[config.mk]
export PLATFORM = sky130hd
export DESIGN_NAME = zebra_stripe_overlay_unit
export DESIGN_NICKNAME = d
export VERILOG_FILES = /design/src/rtl/zso_pkg.sv /design/src/rtl/zebra_stripe_overlay_unit.sv /design/src/rtl/zso_div.sv
export SDC_FILE = /design/constraint.sdc
export NUM_CORES = 1
export LEC_CHECK = 0
export ABC_AREA = 1
export BUFFER_PORTS_ARGS = -buffer_cell sky130_fd_sc_hd__clkbuf_2
export CAP_MARGIN = 15
export CORE_ASPECT_RATIO = 2
export CORE_MARGIN = 4
export CORE_UTILIZATION = 60
export CTS_BUF_LIST = sky130_fd_sc_hd__clkbuf_8 sky130_fd_sc_hd__clkbuf_16
export CTS_CLUSTER_SIZE = 8
export DETAILED_ROUTE_END_ITERATION = 8
export PLACE_DENSITY = 0.8
export RECOVER_POWER = 100
export SLEW_MARGIN = 15
export SYNTH_ARGS = -nofsm -noshare
export SYNTH_HDL_FRONTEND = slang
export SYNTH_SLANG_ARGS = --single-unit
[constraint.sdc]
create_clock -name clock -period 8.7 [get_ports clock]
set_input_delay 2.175 -clock clock [delete_from_list [all_inputs] [get_ports clock]]
set_output_delay 2.175 -clock clock [all_outputs]
set_load 0.005 [all_outputs]
[src/rtl/zso_pkg.sv]
// ============================================================================
// zso_pkg - zebra stripe overlay shared definitions
// Register map codes, sequencer states and the result word layout.
// ============================================================================
package zso_pkg;

   // Fixed field widths
   localparam int CHAN_W   = 8;
   localparam int LUMA_W   = 9;
   localparam int SIZE_W   = 13;
   localparam int COLOR_W  = 32;
   localparam int ADDR_W   = 5;
   localparam int DATA_W   = 32;
   localparam int REGIDX_W = 3;

   // Register indexes (byte address = 4 * index)
   typedef enum logic [REGIDX_W-1:0] {
      REG_LUMA   = 3'd0,
      REG_STRIPE = 3'd1,
      REG_WIDTH  = 3'd2,
      REG_HEIGHT = 3'd3,
      REG_FORE   = 3'd4,
      REG_BACK   = 3'd5
   } reg_index_type;

   // Reset values of the registers
   localparam logic [LUMA_W-1:0]  LUMA_RST   = 9'd240;
   localparam logic [SIZE_W-1:0]  STRIPE_RST = 13'd8;
   localparam logic [SIZE_W-1:0]  WIDTH_RST  = 13'd1920;
   localparam logic [SIZE_W-1:0]  HEIGHT_RST = 13'd1080;
   localparam logic [COLOR_W-1:0] FORE_RST   = 32'hFFFF_FFFF;
   localparam logic [COLOR_W-1:0] BACK_RST   = 32'hFF00_0000;

   // Phase recompute sequencer
   typedef enum logic [1:0] {
      ST_RUN  = 2'd0,
      ST_LOAD = 2'd1,
      ST_CALC = 2'd2
   } seq_state_type;

   // One overlay pixel
   typedef struct packed {
      logic [CHAN_W-1:0] red;
      logic [CHAN_W-1:0] green;
      logic [CHAN_W-1:0] blue;
      logic [CHAN_W-1:0] alpha;
      logic              frame_end;
   } result_type;

   // Divider status back to the sequencer
   typedef struct packed {
      logic busy;
      logic done;
      logic quot_lsb;
   } div_status_type;

endpackage

[src/rtl/zebra_stripe_overlay_unit.sv]
// ============================================================================
// zebra_stripe_overlay_unit - zebra stripe exposure overlay
// Paints diagonal stripes over pixels whose brightest channel reaches the
// threshold and emits one RGBA overlay word per input pixel.
// ============================================================================
// Usage:
//   req_* carries RGB pixels in raster order; a word moves when valid is high
//   and stall is low. rsp_* returns one RGBA overlay word per pixel, with
//   frame_end flagging the last pixel of each frame.
//   The overlay word of an accepted pixel is registered; one pixel per
//   cycle is sustained unless a stall holds it. The overlay logic sits
//   between the column/row phase registers and the output register.
//   A two-entry output buffer (output register plus skid) lets the input
//   keep accepting while a result waits; req_stall rises only when both
//   entries are full, while a register write is on the port (setup and
//   access cycles) or while the stripe phases are reloaded.
//   Writing stripe_size reloads the stripe phases from the counters through
//   a bit-serial divider; no pixel is accepted until the reload is done.
//   Other register writes take effect on the next pixel.
//   Reset (synchronous) loads register defaults, clears the position
//   counters and phases and empties the output buffer.
// ============================================================================
module zebra_stripe_overlay_unit #(
   parameter int MAX_DIM = 4096
) (
   input  logic                            clock,
   input  logic                            reset,
   // pixel input
   input  logic                            req_valid,
   output logic                            req_stall,
   input  logic [zso_pkg::CHAN_W-1:0]      req_red_in,
   input  logic [zso_pkg::CHAN_W-1:0]      req_green_in,
   input  logic [zso_pkg::CHAN_W-1:0]      req_blue_in,
   // overlay output
   output logic                            rsp_valid,
   input  logic                            rsp_stall,
   output logic [zso_pkg::CHAN_W-1:0]      rsp_red_out,
   output logic [zso_pkg::CHAN_W-1:0]      rsp_green_out,
   output logic [zso_pkg::CHAN_W-1:0]      rsp_blue_out,
   output logic [zso_pkg::CHAN_W-1:0]      rsp_alpha_out,
   output logic                            rsp_frame_end,
   // register port
   input  logic                            csr_psel,
   input  logic                            csr_penable,
   input  logic                            csr_pwrite,
   input  logic [zso_pkg::ADDR_W-1:0]      csr_paddr,
   input  logic [zso_pkg::DATA_W-1:0]      csr_pwdata,
   output logic [zso_pkg::DATA_W-1:0]      csr_prdata,
   output logic                            csr_pready
);

   localparam int CW = $clog2(MAX_DIM);
   localparam int XW = ((CW > zso_pkg::SIZE_W) ? CW : zso_pkg::SIZE_W) + 1;

   // Registers
   logic [zso_pkg::LUMA_W-1:0]  luma_ff;
   logic [zso_pkg::SIZE_W-1:0]  stripe_ff;
   logic [zso_pkg::SIZE_W-1:0]  width_ff;
   logic [zso_pkg::SIZE_W-1:0]  height_ff;
   logic [zso_pkg::COLOR_W-1:0] fore_ff;
   logic [zso_pkg::COLOR_W-1:0] back_ff;

   // Position and phase state
   logic [CW-1:0] col_ff,    col_in;
   logic [CW-1:0] row_ff,    row_in;
   logic [CW-1:0] pphase_ff, pphase_in;
   logic          ppar_ff,   ppar_in;
   logic [CW-1:0] lphase_ff, lphase_in;
   logic          lpar_ff,   lpar_in;

   // Sequencer
   zso_pkg::seq_state_type state_ff, state_in;
   logic div_start;
   logic phase_load;

   // Output buffer
   zso_pkg::result_type out_ff, out_in, skid_ff, skid_in, res_new;
   logic out_valid_ff, out_valid_in;
   logic skid_valid_ff, skid_valid_in;

   // Misc
   logic [zso_pkg::REGIDX_W-1:0] csr_idx;
   logic                         csr_wr;
   logic                         stripe_wr;
   logic                         accept;
   logic                         out_take;
   logic [XW-1:0]                s_eff;
   logic [XW-1:0]                w_eff;
   logic [XW-1:0]                h_eff;
   logic [zso_pkg::CHAN_W-1:0]   max_rg;
   logic [zso_pkg::CHAN_W-1:0]   max_rgb;
   logic [CW:0]                  phase_sum;
   logic                         parity;
   logic                         hit;
   logic [zso_pkg::COLOR_W-1:0]  color;
   logic                         line_end;
   logic                         frame_end;
   logic                         pwrap;
   logic                         lwrap;
   logic [CW-1:0]                col_rem;
   logic [CW-1:0]                row_rem;
   zso_pkg::div_status_type      col_st;
   zso_pkg::div_status_type      row_st;

   // ---------------------------------------------------------------------
   // Register port
   // ---------------------------------------------------------------------
   assign csr_idx    = csr_paddr[zso_pkg::ADDR_W-1:2];
   assign csr_wr     = csr_psel & csr_penable & csr_pwrite;
   assign stripe_wr  = csr_wr && (csr_idx == zso_pkg::REG_STRIPE);
   assign csr_pready = 1'b1;

   always_ff @(posedge clock) begin
      if (reset) begin
         luma_ff   <= zso_pkg::LUMA_RST;
         stripe_ff <= zso_pkg::STRIPE_RST;
         width_ff  <= zso_pkg::WIDTH_RST;
         height_ff <= zso_pkg::HEIGHT_RST;
         fore_ff   <= zso_pkg::FORE_RST;
         back_ff   <= zso_pkg::BACK_RST;
      end else if (csr_wr) begin
         case (csr_idx)
            zso_pkg::REG_LUMA:   luma_ff   <= csr_pwdata[zso_pkg::LUMA_W-1:0];
            zso_pkg::REG_STRIPE: stripe_ff <= csr_pwdata[zso_pkg::SIZE_W-1:0];
            zso_pkg::REG_WIDTH:  width_ff  <= csr_pwdata[zso_pkg::SIZE_W-1:0];
            zso_pkg::REG_HEIGHT: height_ff <= csr_pwdata[zso_pkg::SIZE_W-1:0];
            zso_pkg::REG_FORE:   fore_ff   <= csr_pwdata;
            zso_pkg::REG_BACK:   back_ff   <= csr_pwdata;
            default: ;
         endcase
      end
   end

   // Read mux
   always_comb begin
      case (csr_idx)
         zso_pkg::REG_LUMA:   csr_prdata = zso_pkg::DATA_W'(luma_ff);
         zso_pkg::REG_STRIPE: csr_prdata = zso_pkg::DATA_W'(stripe_ff);
         zso_pkg::REG_WIDTH:  csr_prdata = zso_pkg::DATA_W'(width_ff);
         zso_pkg::REG_HEIGHT: csr_prdata = zso_pkg::DATA_W'(height_ff);
         zso_pkg::REG_FORE:   csr_prdata = fore_ff;
         zso_pkg::REG_BACK:   csr_prdata = back_ff;
         default:             csr_prdata = '0;
      endcase
   end

   // Effective sizes: zero reads as one, dimensions capped at MAX_DIM
   assign s_eff = (stripe_ff == '0) ? XW'(1) : XW'(stripe_ff);

   always_comb begin
      if (width_ff == '0)
         w_eff = XW'(1);
      else if (XW'(width_ff) > XW'(MAX_DIM))
         w_eff = XW'(MAX_DIM);
      else
         w_eff = XW'(width_ff);
      if (height_ff == '0)
         h_eff = XW'(1);
      else if (XW'(height_ff) > XW'(MAX_DIM))
         h_eff = XW'(MAX_DIM);
      else
         h_eff = XW'(height_ff);
   end

   // ---------------------------------------------------------------------
   // Handshake
   // ---------------------------------------------------------------------
   assign req_stall = skid_valid_ff || (state_ff != zso_pkg::ST_RUN) ||
                      (csr_psel && csr_pwrite);
   assign accept    = req_valid && !req_stall;
   assign out_take  = out_valid_ff && !rsp_stall;

   // ---------------------------------------------------------------------
   // Overlay datapath
   // ---------------------------------------------------------------------
   assign max_rg    = (req_green_in > req_red_in) ? req_green_in : req_red_in;
   assign max_rgb   = (req_blue_in > max_rg) ? req_blue_in : max_rg;
   assign hit       = zso_pkg::LUMA_W'(max_rgb) >= luma_ff;
   assign phase_sum = {1'b0, pphase_ff} + {1'b0, lphase_ff};
   assign parity    = ppar_ff ^ lpar_ff ^ (XW'(phase_sum) >= s_eff);
   assign color     = hit ? (parity ? fore_ff : back_ff) : '0;

   assign line_end  = (XW'(col_ff) + XW'(1)) >= w_eff;
   assign frame_end = line_end && ((XW'(row_ff) + XW'(1)) >= h_eff);

   assign res_new.red       = color[7:0];
   assign res_new.green     = color[15:8];
   assign res_new.blue      = color[23:16];
   assign res_new.alpha     = color[31:24];
   assign res_new.frame_end = frame_end;

   // Phase steps: carry into parity when a phase reaches the stripe size
   assign pwrap = (XW'(pphase_ff) + XW'(1)) == s_eff;
   assign lwrap = (XW'(lphase_ff) + XW'(1)) == s_eff;

   always_comb begin
      col_in    = col_ff;
      row_in    = row_ff;
      pphase_in = pphase_ff;
      ppar_in   = ppar_ff;
      lphase_in = lphase_ff;
      lpar_in   = lpar_ff;
      if (phase_load) begin
         pphase_in = col_rem;
         ppar_in   = col_st.quot_lsb;
         lphase_in = row_rem;
         lpar_in   = row_st.quot_lsb;
      end else if (accept) begin
         if (line_end) begin
            col_in    = '0;
            pphase_in = '0;
            ppar_in   = 1'b0;
            if (frame_end) begin
               row_in    = '0;
               lphase_in = '0;
               lpar_in   = 1'b0;
            end else begin
               row_in    = row_ff + CW'(1);
               lphase_in = lwrap ? '0 : lphase_ff + CW'(1);
               lpar_in   = lpar_ff ^ lwrap;
            end
         end else begin
            col_in    = col_ff + CW'(1);
            pphase_in = pwrap ? '0 : pphase_ff + CW'(1);
            ppar_in   = ppar_ff ^ pwrap;
         end
      end
   end

   always_ff @(posedge clock) begin
      if (reset) begin
         col_ff    <= '0;
         row_ff    <= '0;
         pphase_ff <= '0;
         ppar_ff   <= 1'b0;
         lphase_ff <= '0;
         lpar_ff   <= 1'b0;
      end else begin
         col_ff    <= col_in;
         row_ff    <= row_in;
         pphase_ff <= pphase_in;
         ppar_ff   <= ppar_in;
         lphase_ff <= lphase_in;
         lpar_ff   <= lpar_in;
      end
   end

   // ---------------------------------------------------------------------
   // Phase reload after a stripe size write
   // ---------------------------------------------------------------------
   always_comb begin
      state_in = state_ff;
      case (state_ff)
         zso_pkg::ST_RUN: begin
            if (stripe_wr) state_in = zso_pkg::ST_LOAD;
         end
         zso_pkg::ST_LOAD: begin
            if (!stripe_wr) state_in = zso_pkg::ST_CALC;
         end
         zso_pkg::ST_CALC: begin
            if (stripe_wr)
               state_in = zso_pkg::ST_LOAD;
            else if (col_st.done)
               state_in = zso_pkg::ST_RUN;
         end
         default: state_in = zso_pkg::ST_RUN;
      endcase
   end

   always_comb begin
      div_start  = (state_ff == zso_pkg::ST_LOAD) && !stripe_wr;
      phase_load = (state_ff == zso_pkg::ST_CALC) && col_st.done && !stripe_wr;
   end

   always_ff @(posedge clock) begin
      if (reset) state_ff <= zso_pkg::ST_RUN;
      else       state_ff <= state_in;
   end

   zso_div #(.CW(CW)) u_col_div (
      .clock     (clock),
      .reset     (reset),
      .start     (div_start),
      .dividend  (col_ff),
      .divisor   (s_eff[zso_pkg::SIZE_W-1:0]),
      .remainder (col_rem),
      .status    (col_st)
   );

   zso_div #(.CW(CW)) u_row_div (
      .clock     (clock),
      .reset     (reset),
      .start     (div_start),
      .dividend  (row_ff),
      .divisor   (s_eff[zso_pkg::SIZE_W-1:0]),
      .remainder (row_rem),
      .status    (row_st)
   );

   // ---------------------------------------------------------------------
   // Output register and skid entry
   // ---------------------------------------------------------------------
   always_comb begin
      out_in        = out_ff;
      skid_in       = skid_ff;
      out_valid_in  = out_valid_ff;
      skid_valid_in = skid_valid_ff;
      if (out_take) out_valid_in = 1'b0;
      if (skid_valid_ff && out_take) begin
         out_in        = skid_ff;
         out_valid_in  = 1'b1;
         skid_valid_in = 1'b0;
      end else if (accept) begin
         if (!out_valid_ff || out_take) begin
            out_in       = res_new;
            out_valid_in = 1'b1;
         end else begin
            skid_in       = res_new;
            skid_valid_in = 1'b1;
         end
      end
   end

   always_ff @(posedge clock) begin
      if (reset) begin
         out_valid_ff  <= 1'b0;
         skid_valid_ff <= 1'b0;
      end else begin
         out_valid_ff  <= out_valid_in;
         skid_valid_ff <= skid_valid_in;
      end
   end

   always_ff @(posedge clock) begin
      out_ff  <= out_in;
      skid_ff <= skid_in;
   end

   assign rsp_valid     = out_valid_ff;
   assign rsp_red_out   = out_ff.red;
   assign rsp_green_out = out_ff.green;
   assign rsp_blue_out  = out_ff.blue;
   assign rsp_alpha_out = out_ff.alpha;
   assign rsp_frame_end = out_ff.frame_end;

`ifndef NO_ASSERTIONS
   // Skid entry only fills behind a held output word
   a_skid_behind_out: assert property (@(posedge clock) disable iff (reset)
      skid_valid_ff |-> out_valid_ff)
      else $error("skid word without output word");

   // No pixel enters while the phases are being reloaded
   a_no_accept_reload: assert property (@(posedge clock) disable iff (reset)
      (state_ff != zso_pkg::ST_RUN) |-> !accept)
      else $error("pixel accepted during phase reload");

   // Stripe phases stay below the stripe size and do not exceed the counters
   a_phase_range: assert property (@(posedge clock) disable iff (reset)
      (state_ff == zso_pkg::ST_RUN) |->
         ((XW'(pphase_ff) < s_eff) && (pphase_ff <= col_ff) &&
          (XW'(lphase_ff) < s_eff) && (lphase_ff <= row_ff)))
      else $error("stripe phase out of range");

   // Both dividers finish together
   a_div_lockstep: assert property (@(posedge clock) disable iff (reset)
      col_st.done == row_st.done)
      else $error("divider completion mismatch");
`endif

endmodule

[src/rtl/zso_div.sv]
// ============================================================================
// zso_div - iterative counter divider
// Restoring division, one quotient bit per cycle. Gives the remainder and
// the quotient parity used to reload a stripe phase after a size change.
// ============================================================================
module zso_div #(
   parameter int CW = 12
) (
   input  logic                         clock,
   input  logic                         reset,
   input  logic                         start,
   input  logic [CW-1:0]                dividend,
   input  logic [zso_pkg::SIZE_W-1:0]   divisor,
   output logic [CW-1:0]                remainder,
   output zso_pkg::div_status_type      status
);

   localparam int MW  = (CW > zso_pkg::SIZE_W) ? CW : zso_pkg::SIZE_W;
   localparam int CNW = $clog2(CW + 1);

   logic [CW-1:0]     dvd_ff,  dvd_in;
   logic [MW-1:0]     rem_ff,  rem_in;
   logic [MW-1:0]     dsr_ff,  dsr_in;
   logic [CNW-1:0]    cnt_ff,  cnt_in;
   logic              busy_ff, busy_in;
   logic              done_ff, done_in;
   logic              qbit_ff, qbit_in;
   logic [MW:0]       trial;
   logic              fits;

   // One restoring step
   assign trial = {rem_ff, dvd_ff[CW-1]};
   assign fits  = trial >= {1'b0, dsr_ff};

   always_comb begin
      dvd_in  = dvd_ff;
      rem_in  = rem_ff;
      dsr_in  = dsr_ff;
      cnt_in  = cnt_ff;
      busy_in = busy_ff;
      done_in = 1'b0;
      qbit_in = qbit_ff;
      if (start) begin
         dvd_in  = dividend;
         rem_in  = '0;
         dsr_in  = MW'(divisor);
         cnt_in  = CNW'(CW);
         busy_in = 1'b1;
      end else if (busy_ff) begin
         dvd_in  = {dvd_ff[CW-2:0], 1'b0};
         rem_in  = fits ? MW'(trial - {1'b0, dsr_ff}) : MW'(trial);
         qbit_in = fits;
         cnt_in  = cnt_ff - CNW'(1);
         if (cnt_ff == CNW'(1)) begin
            busy_in = 1'b0;
            done_in = 1'b1;
         end
      end
   end

   // Control state
   always_ff @(posedge clock) begin
      if (reset) begin
         busy_ff <= 1'b0;
         done_ff <= 1'b0;
         cnt_ff  <= '0;
      end else begin
         busy_ff <= busy_in;
         done_ff <= done_in;
         cnt_ff  <= cnt_in;
      end
   end

   // Datapath
   always_ff @(posedge clock) begin
      dvd_ff  <= dvd_in;
      rem_ff  <= rem_in;
      dsr_ff  <= dsr_in;
      qbit_ff <= qbit_in;
   end

   assign remainder       = CW'(rem_ff);
   assign status.busy     = busy_ff;
   assign status.done     = done_ff;
   assign status.quot_lsb = qbit_ff;

endmodule
; ---- Yosys cells after proc, flatten, opt, wreduce, memory -nomap -nowiden
; Index checks and enable logic that the tools add are counted.
[op_classes]
add_sub_neg = 13
n_lt_le_gt_ge = 10
eq_ne = 14
muxes = 57
bitwise_logic = 11
n_reduce_logical = 46
[op_table]
columns = cell, n
row1 = $pmux W32 S6, 1
row2 = $mux W12, 15
row3 = $mux W33, 3
row4 = $mux W13, 7
row5 = $mux W32, 2
row6 = $add A12 B1 Y13 const B, 4
row7 = $add A12 B1 Y12 const B, 4
row8 = $logic_not A13 Y1, 3
row9 = $ge A13 B14 Y1, 2
row10 = $ge A14 B13 Y1, 2
row11 = $eq A13 B13 Y1, 2
row12 = $gt A13 B13 Y1 const B, 2
row13 = $sub A13 B13 Y13, 2
row14 = $reduce_and A2 Y1, 12
row15 = $mux W1, 18
row16 = $gt A8 B8 Y1, 2
row17 = $mux W4, 4
row18 = $mux W8, 2
row19 = $reduce_bool A2 Y1, 7
row20 = $add A12 B12 Y13, 1
row21 = $ge A13 B13 Y1, 1
row22 = $ge A8 B9 Y1, 1
row23 = $logic_and A1 B1 Y1, 9
row24 = $reduce_and A3 Y1, 3
row25 = other kinds (20), 42
[totals]
regBits = 308
out_inout_bits = 68
word_cells = 190

; ---- Depth between registers and ports, before layout
[depth]
ltp_word = 9
ltp_mapped = 32
ltp_nobuf = 29

; ---- Hierarchy
; Synthesis repeated with hierarchy kept, for this count alone.
[unflattened]
cells_unflattened = 2597
hier_area_um2 = 19239.7
[by_module_without_submodules]
columns = module, instances, cells_each, area_per_inst_um2
row1 = zebra_stripe_overlay_unit, 1, 1839, 13429.1
row2 = zso_div, 2, 379, 2905.3

; ---- Worst setup path after synthesis
; Ideal clock, no wire load.
[synth_timing]
path_kind = input -> register
startpoint = in req_red_in[3] in the netlist's numbering
endpoint = reg out_ff, in the netlist rsp_red_out[1], data pin
setup_ns = 0.153
arrival_ns = 6.090
required_ns = 8.547
slack_ns = 2.458
stages = 29
path_buffers = 3
cell_sequence = inv_1 -> ha_1 -> a21oi_1 -> o21ai_0 -> nand2_1 -> o211ai_1 -> o21ai_1 -> clkbuf_1 -> o21ai_0 -> ha_1 -> nand2_1 -> nor2_1 -> nand2_1 -> a32oi_1 -> clkbuf_1 -> nand2_1 -> o21ai_0 -> ha_1 -> nand2_1 -> o211ai_1 -> nand3_1 -> nand2_1 -> nand3_1 -> nand2_1 -> a21oi_1 -> nor2_1 -> clkbuf_1 -> nand3_1 -> o21ai_0
[synth_rtl]
columns = item, line_no
row1 = "start, declared", zebra_stripe_overlay_unit.sv:31  ; input logic [zso_pkg::CHAN_W-1:0] req_red_in,
row2 = "end signal, assigned", zebra_stripe_overlay_unit.sv:335  ; out_ff <= out_in;
row3 = "end, declared", zebra_stripe_overlay_unit.sv:77  ; zso_pkg::result_type out_ff, out_in, skid_ff, skid_in, res_new;

; ---- Worst setup path in the final report
[layout_timing]
startpoint = in csr_paddr[4] in the netlist's numbering
endpoint = out csr_prdata[12] in the netlist's numbering
[layout_between]
elab_chain_len = 2
[layout_lines]
columns = item, line_no
row1 = "start, declared", zebra_stripe_overlay_unit.sv:46  ; input logic [zso_pkg::ADDR_W-1:0] csr_paddr,
row2 = "$eq A3 B3 Y1, or another cell as far along", zebra_stripe_overlay_unit.sv:136  ; case (csr_idx)
row3 = $pmux W32 S6 *, zebra_stripe_overlay_unit.sv:136
row4 = "end, declared", zebra_stripe_overlay_unit.sv:48  ; output logic [zso_pkg::DATA_W-1:0] csr_prdata,
; Mark *: on every way between the ends. The rest lies on a longest branch, timed or not.

==> summary.txt <==
status = finished, violations left
failing checks = capacitance limit, slew limit
I/O Buffers = 132
Post-Synth Simple-Gate Area = 0.193
Global Route met3 Usage = 0.0508
FF+latch count, synth = 308
Num CTS Buffers = 44
slowest cell delay on critical path = 1190 ps
Setup Skew = 18.1 ps
WP data required = 6530 ps
met2 Use GR = 0.599
LEAKAGE = 9.11 nW
commonest non-fill, non-tap cell in the layout = nand2_1
antenna violations before repair = 2
WS Path Type = input port to output pin
final setup TNS = 0 ps
CP endpoint kind = output pin
starting density of the core = 0.607
Yosys warnings = 0
die area = 32100 sq um
Cell Chain, Critical Path = clkbuf_1, inv_1, nor3_1, inv_1, clkbuf_1, o22ai_1, a221oi_1, o21ai_0, clkbuf_2
ys flop type = dfxtp_1
post-layout util = 0.675
Slew @ Worst Pin = 4190 ps
GP Congestion = 1.06
FFs w/ async S/R, synth = 0
pin count of the biggest net entering global routing = 97
HPWL Detailed = 40800 um
setup bufs post-CTS = 0
1st-iter DRT viols = 1106
Critical path buffers and inverters = 5
Final Hold Fails = 0
Register-to-Register Path Depth = 23
most frequent cells in the layout = 423 x nand2_1, 339 x inv_1, 284 x o21ai_0
max_slew headroom = -1.79
clock sinks = 308
Post-Syn Nets = 2469
Critical Path Fanout Max = 31
detailed-route DRC error count = 0
Cell Rows = 88
Die Ht = 250 um
vias in the first global route = 16400
HP Class = flop to flop
CTS tree = yes
clk root buf = clkbuf_16
wire length per cell = 20.0 um
maximum clock insertion buffer count = 3
Slew Limit Fails = 294
Area growth, synth to finish = 11.3%
Post-synth EDFFs = 105
Post-CTS Hold Fix Bufs = 0
Placed Area = 18300 sq um
Netlist cell types = 50
PD cells = 205 nW/um^2
maximum VDD drop = 234 uV
Finished Cell Area = 19500 sq um
Achievable Freq = 0.136 GHz
Synth Cell Area = 17500 sq um
Net count, final = 2563
RSZ-0062 raised after global routing = no
Seq/Total Area, Yosys = 0.412
clock transition at the registers of the reported paths = 50 ps
vias post-DR = 16500
Final period util = 0.842
area of the core = 28800 sq um
io pins = 136
Synth Area in Adders = 0.0814
hold path cells = 2
compound-gate portion of the synthesized area = 0.185
Setup Viol. Count Final = 0
busiest grt layer = met2
Largest delay share family, worst path = buffers and inverters
critical path arrival = 5150 ps
gr usage total = 0.340
post-synthesis xor/xnor area fraction = 0.0356
global-route wire length before repair = 85100 um
Total Routed Length = 55400 um
Mapped Cells = 2289
startpoint class of the critical path = input port
FILL cells = 2486
CP Depth = 9
Die W = 129 um
share of post-route cells with drive strength above 1 = 0.0671
post-CTS sizing = 0
Final min period = 7330 ps
Mean Syn Cell Area = 7.64 sq um
Post-DRT Antenna Nets = 0
Slowest-stage cell, CP = clkbuf_1
max_cap viols = 6
post-synthesis mux area share = 0
CTS H-tree depth = 2
Vias/cell = 5.94
M1 GR Usage = 0.317
Clk Latency, worst-skew pair = 570 ps
Initial DRT Pass Iterations = 8
largest family of logic cells by synthesized area = simple AND/OR/NAND/NOR gates
total grt overflow = 0
==> per-stage QoR <==
step	setup slack, ps	cells	hold slack [ps]	power (mW)
after global placement	1780	2697	450	2.37
after detailed placement	1720	2697	464	2.39
after floorplan	2460	2289	441	2.17
after CTS	2180	2774	471	3.99
after global routing	878	2776	503	4.16
final	1370	2776	472	3.99
==> cell usage after synthesis, types with 2 or more instances <==
| cell type | n | share of area |
|---|---|---|
| a211oi_1 | 10 | 0.0043 |
| inv_2 | 3 | 0.00064 |
| nor4_1 | 9 | 0.0032 |
| o22ai_1 | 47 | 0.017 |
| edfxtp_1 | 105 | 0.18 |
| inv_4 | 3 | 0.0011 |
| a22oi_1 | 8 | 0.0034 |
| xnor3_1 | 2 | 0.0026 |
| o21ai_0 | 273 | 0.078 |
| nand3_1 | 134 | 0.038 |
| o211ai_1 | 16 | 0.0069 |
| fa_1 | 3 | 0.0034 |
| inv_1 | 307 | 0.066 |
| a31o_2 | 2 | 0.0010 |
| xnor2_1 | 13 | 0.0065 |
| a31oi_1 | 3 | 0.0011 |
| nor3_1 | 19 | 0.0054 |
| a21oi_1 | 197 | 0.056 |
| o22ai_2 | 3 | 0.0021 |
| clkinv_1 | 3 | 0.00064 |
| a221oi_1 | 7 | 0.0035 |
| nand2_1 | 422 | 0.091 |
| o21bai_1 | 4 | 0.0017 |
| ha_1 | 109 | 0.078 |
| nand3b_1 | 7 | 0.0030 |
| or2_2 | 7 | 0.0025 |
| nor2_4 | 4 | 0.0026 |
| buf_2 | 17 | 0.0049 |
| a21o_1 | 10 | 0.0043 |
| clkbuf_1 | 80 | 0.017 |
| buf_4 | 3 | 0.0013 |
| nor2_2 | 3 | 0.0011 |
| nor2_1 | 143 | 0.031 |
| xor2_1 | 53 | 0.027 |
| dfxtp_1 | 203 | 0.23 |
| nand4_1 | 31 | 0.011 |
| o21ai_1 | 13 | 0.0037 |
==> logic make-up (layout without fill, tap and decap cells) <==
kind of cell             count (synthesis)  count (layout)
other                                    1               3
AND/OR/NAND/NOR                        785             785
flip-flops                             308             308
adder cells (fa/ha/maj)                112             112
AO/OA/AOI/OAI                          596             596
buffers and inverters                  419             544
XOR/XNOR                                68              68
==> where the power goes <==
| group | total (mW) | internal [mW] | switching [mW] | leakage (nW) |
|---|---|---|---|---|
| Clock | 1.61 | 0.946 | 0.659 | 0.742 |
| Sequential | 1.63 | 1.57 | 0.0632 | 2.67 |
| Combinational | 0.755 | 0.262 | 0.493 | 5.70 |
==> flip-flops by register name (all words and copies together), names as in the netlist, 8 cells and up <==
| register | count |
|---|---|
| back_ff | 32 |
| col_ff | 12 |
| fore_ff | 32 |
| height_ff | 13 |
| lphase_ff | 12 |
| luma_ff | 9 |
| pphase_ff | 12 |
| row_ff | 12 |
| rsp_alpha_out | 8 |
| rsp_blue_out | 8 |
| rsp_green_out | 8 |
| rsp_red_out | 8 |
| skid_ff | 33 |
| stripe_ff | 13 |
| u_col_div.dsr_ff | 13 |
| u_col_div.dvd_ff | 12 |
| u_col_div.rem_ff | 13 |
| u_row_div.dvd_ff | 12 |
| u_row_div.rem_ff | 13 |
| width_ff | 13 |
==> path summary, 6_finish.rpt <==
| check | startpoint | endpoint | slack, ps |
|---|---|---|---|
| max reg2reg | pphase_ff[0] | rsp_alpha_out[4] | 3840 |
| min | u_col_div.cnt_ff[1] | u_col_div.cnt_ff[1] | 470 |
| min reg2reg | u_col_div.cnt_ff[1] | u_col_div.cnt_ff[1] | 470 |
| max | csr_paddr[4] | csr_prdata[12] | 1370 |
==> final cells by class <==
type / instances / area, sq um / share of cell area
multi-input cells: 1562 / 8590 / 0.441
flip-flops and latches: 308 / 7220 / 0.371
inverters: 316 / 1190 / 0.0612
clock buffers: 44 / 1100 / 0.0565
repair buffers: 151 / 712 / 0.0366
well taps: 360 / 450 / 0.0231
clock inverters: 33 / 209 / 0.0107
diodes: 2 / 5.00 / 0.000257
==> layer usage <==
| metal | wire, um | vias to the layer above | share of wire |
|---|---|---|---|
| met3 | 3240 | 288 | 0.059 |
| met2 | 28200 | 760 | 0.51 |
| met4 | 6850 | 0 | 0.12 |
| met5 | 0 | - | 0 |
| met1 | 17200 | 7561 | 0.31 |
| li1 | - | 7891 | - |
==> worst register-to-register path: cells and delay by family (launching register included) <==
kind	cells	cell delay [ps]
DFF	1	510
and+or+nand+nor	9	1120
buffers and inverters	3	760
adders and majority gates	3	780
AOI/OAI and AO/OA	8	1440
Note: power is estimated with default switching activity, not from simulation.
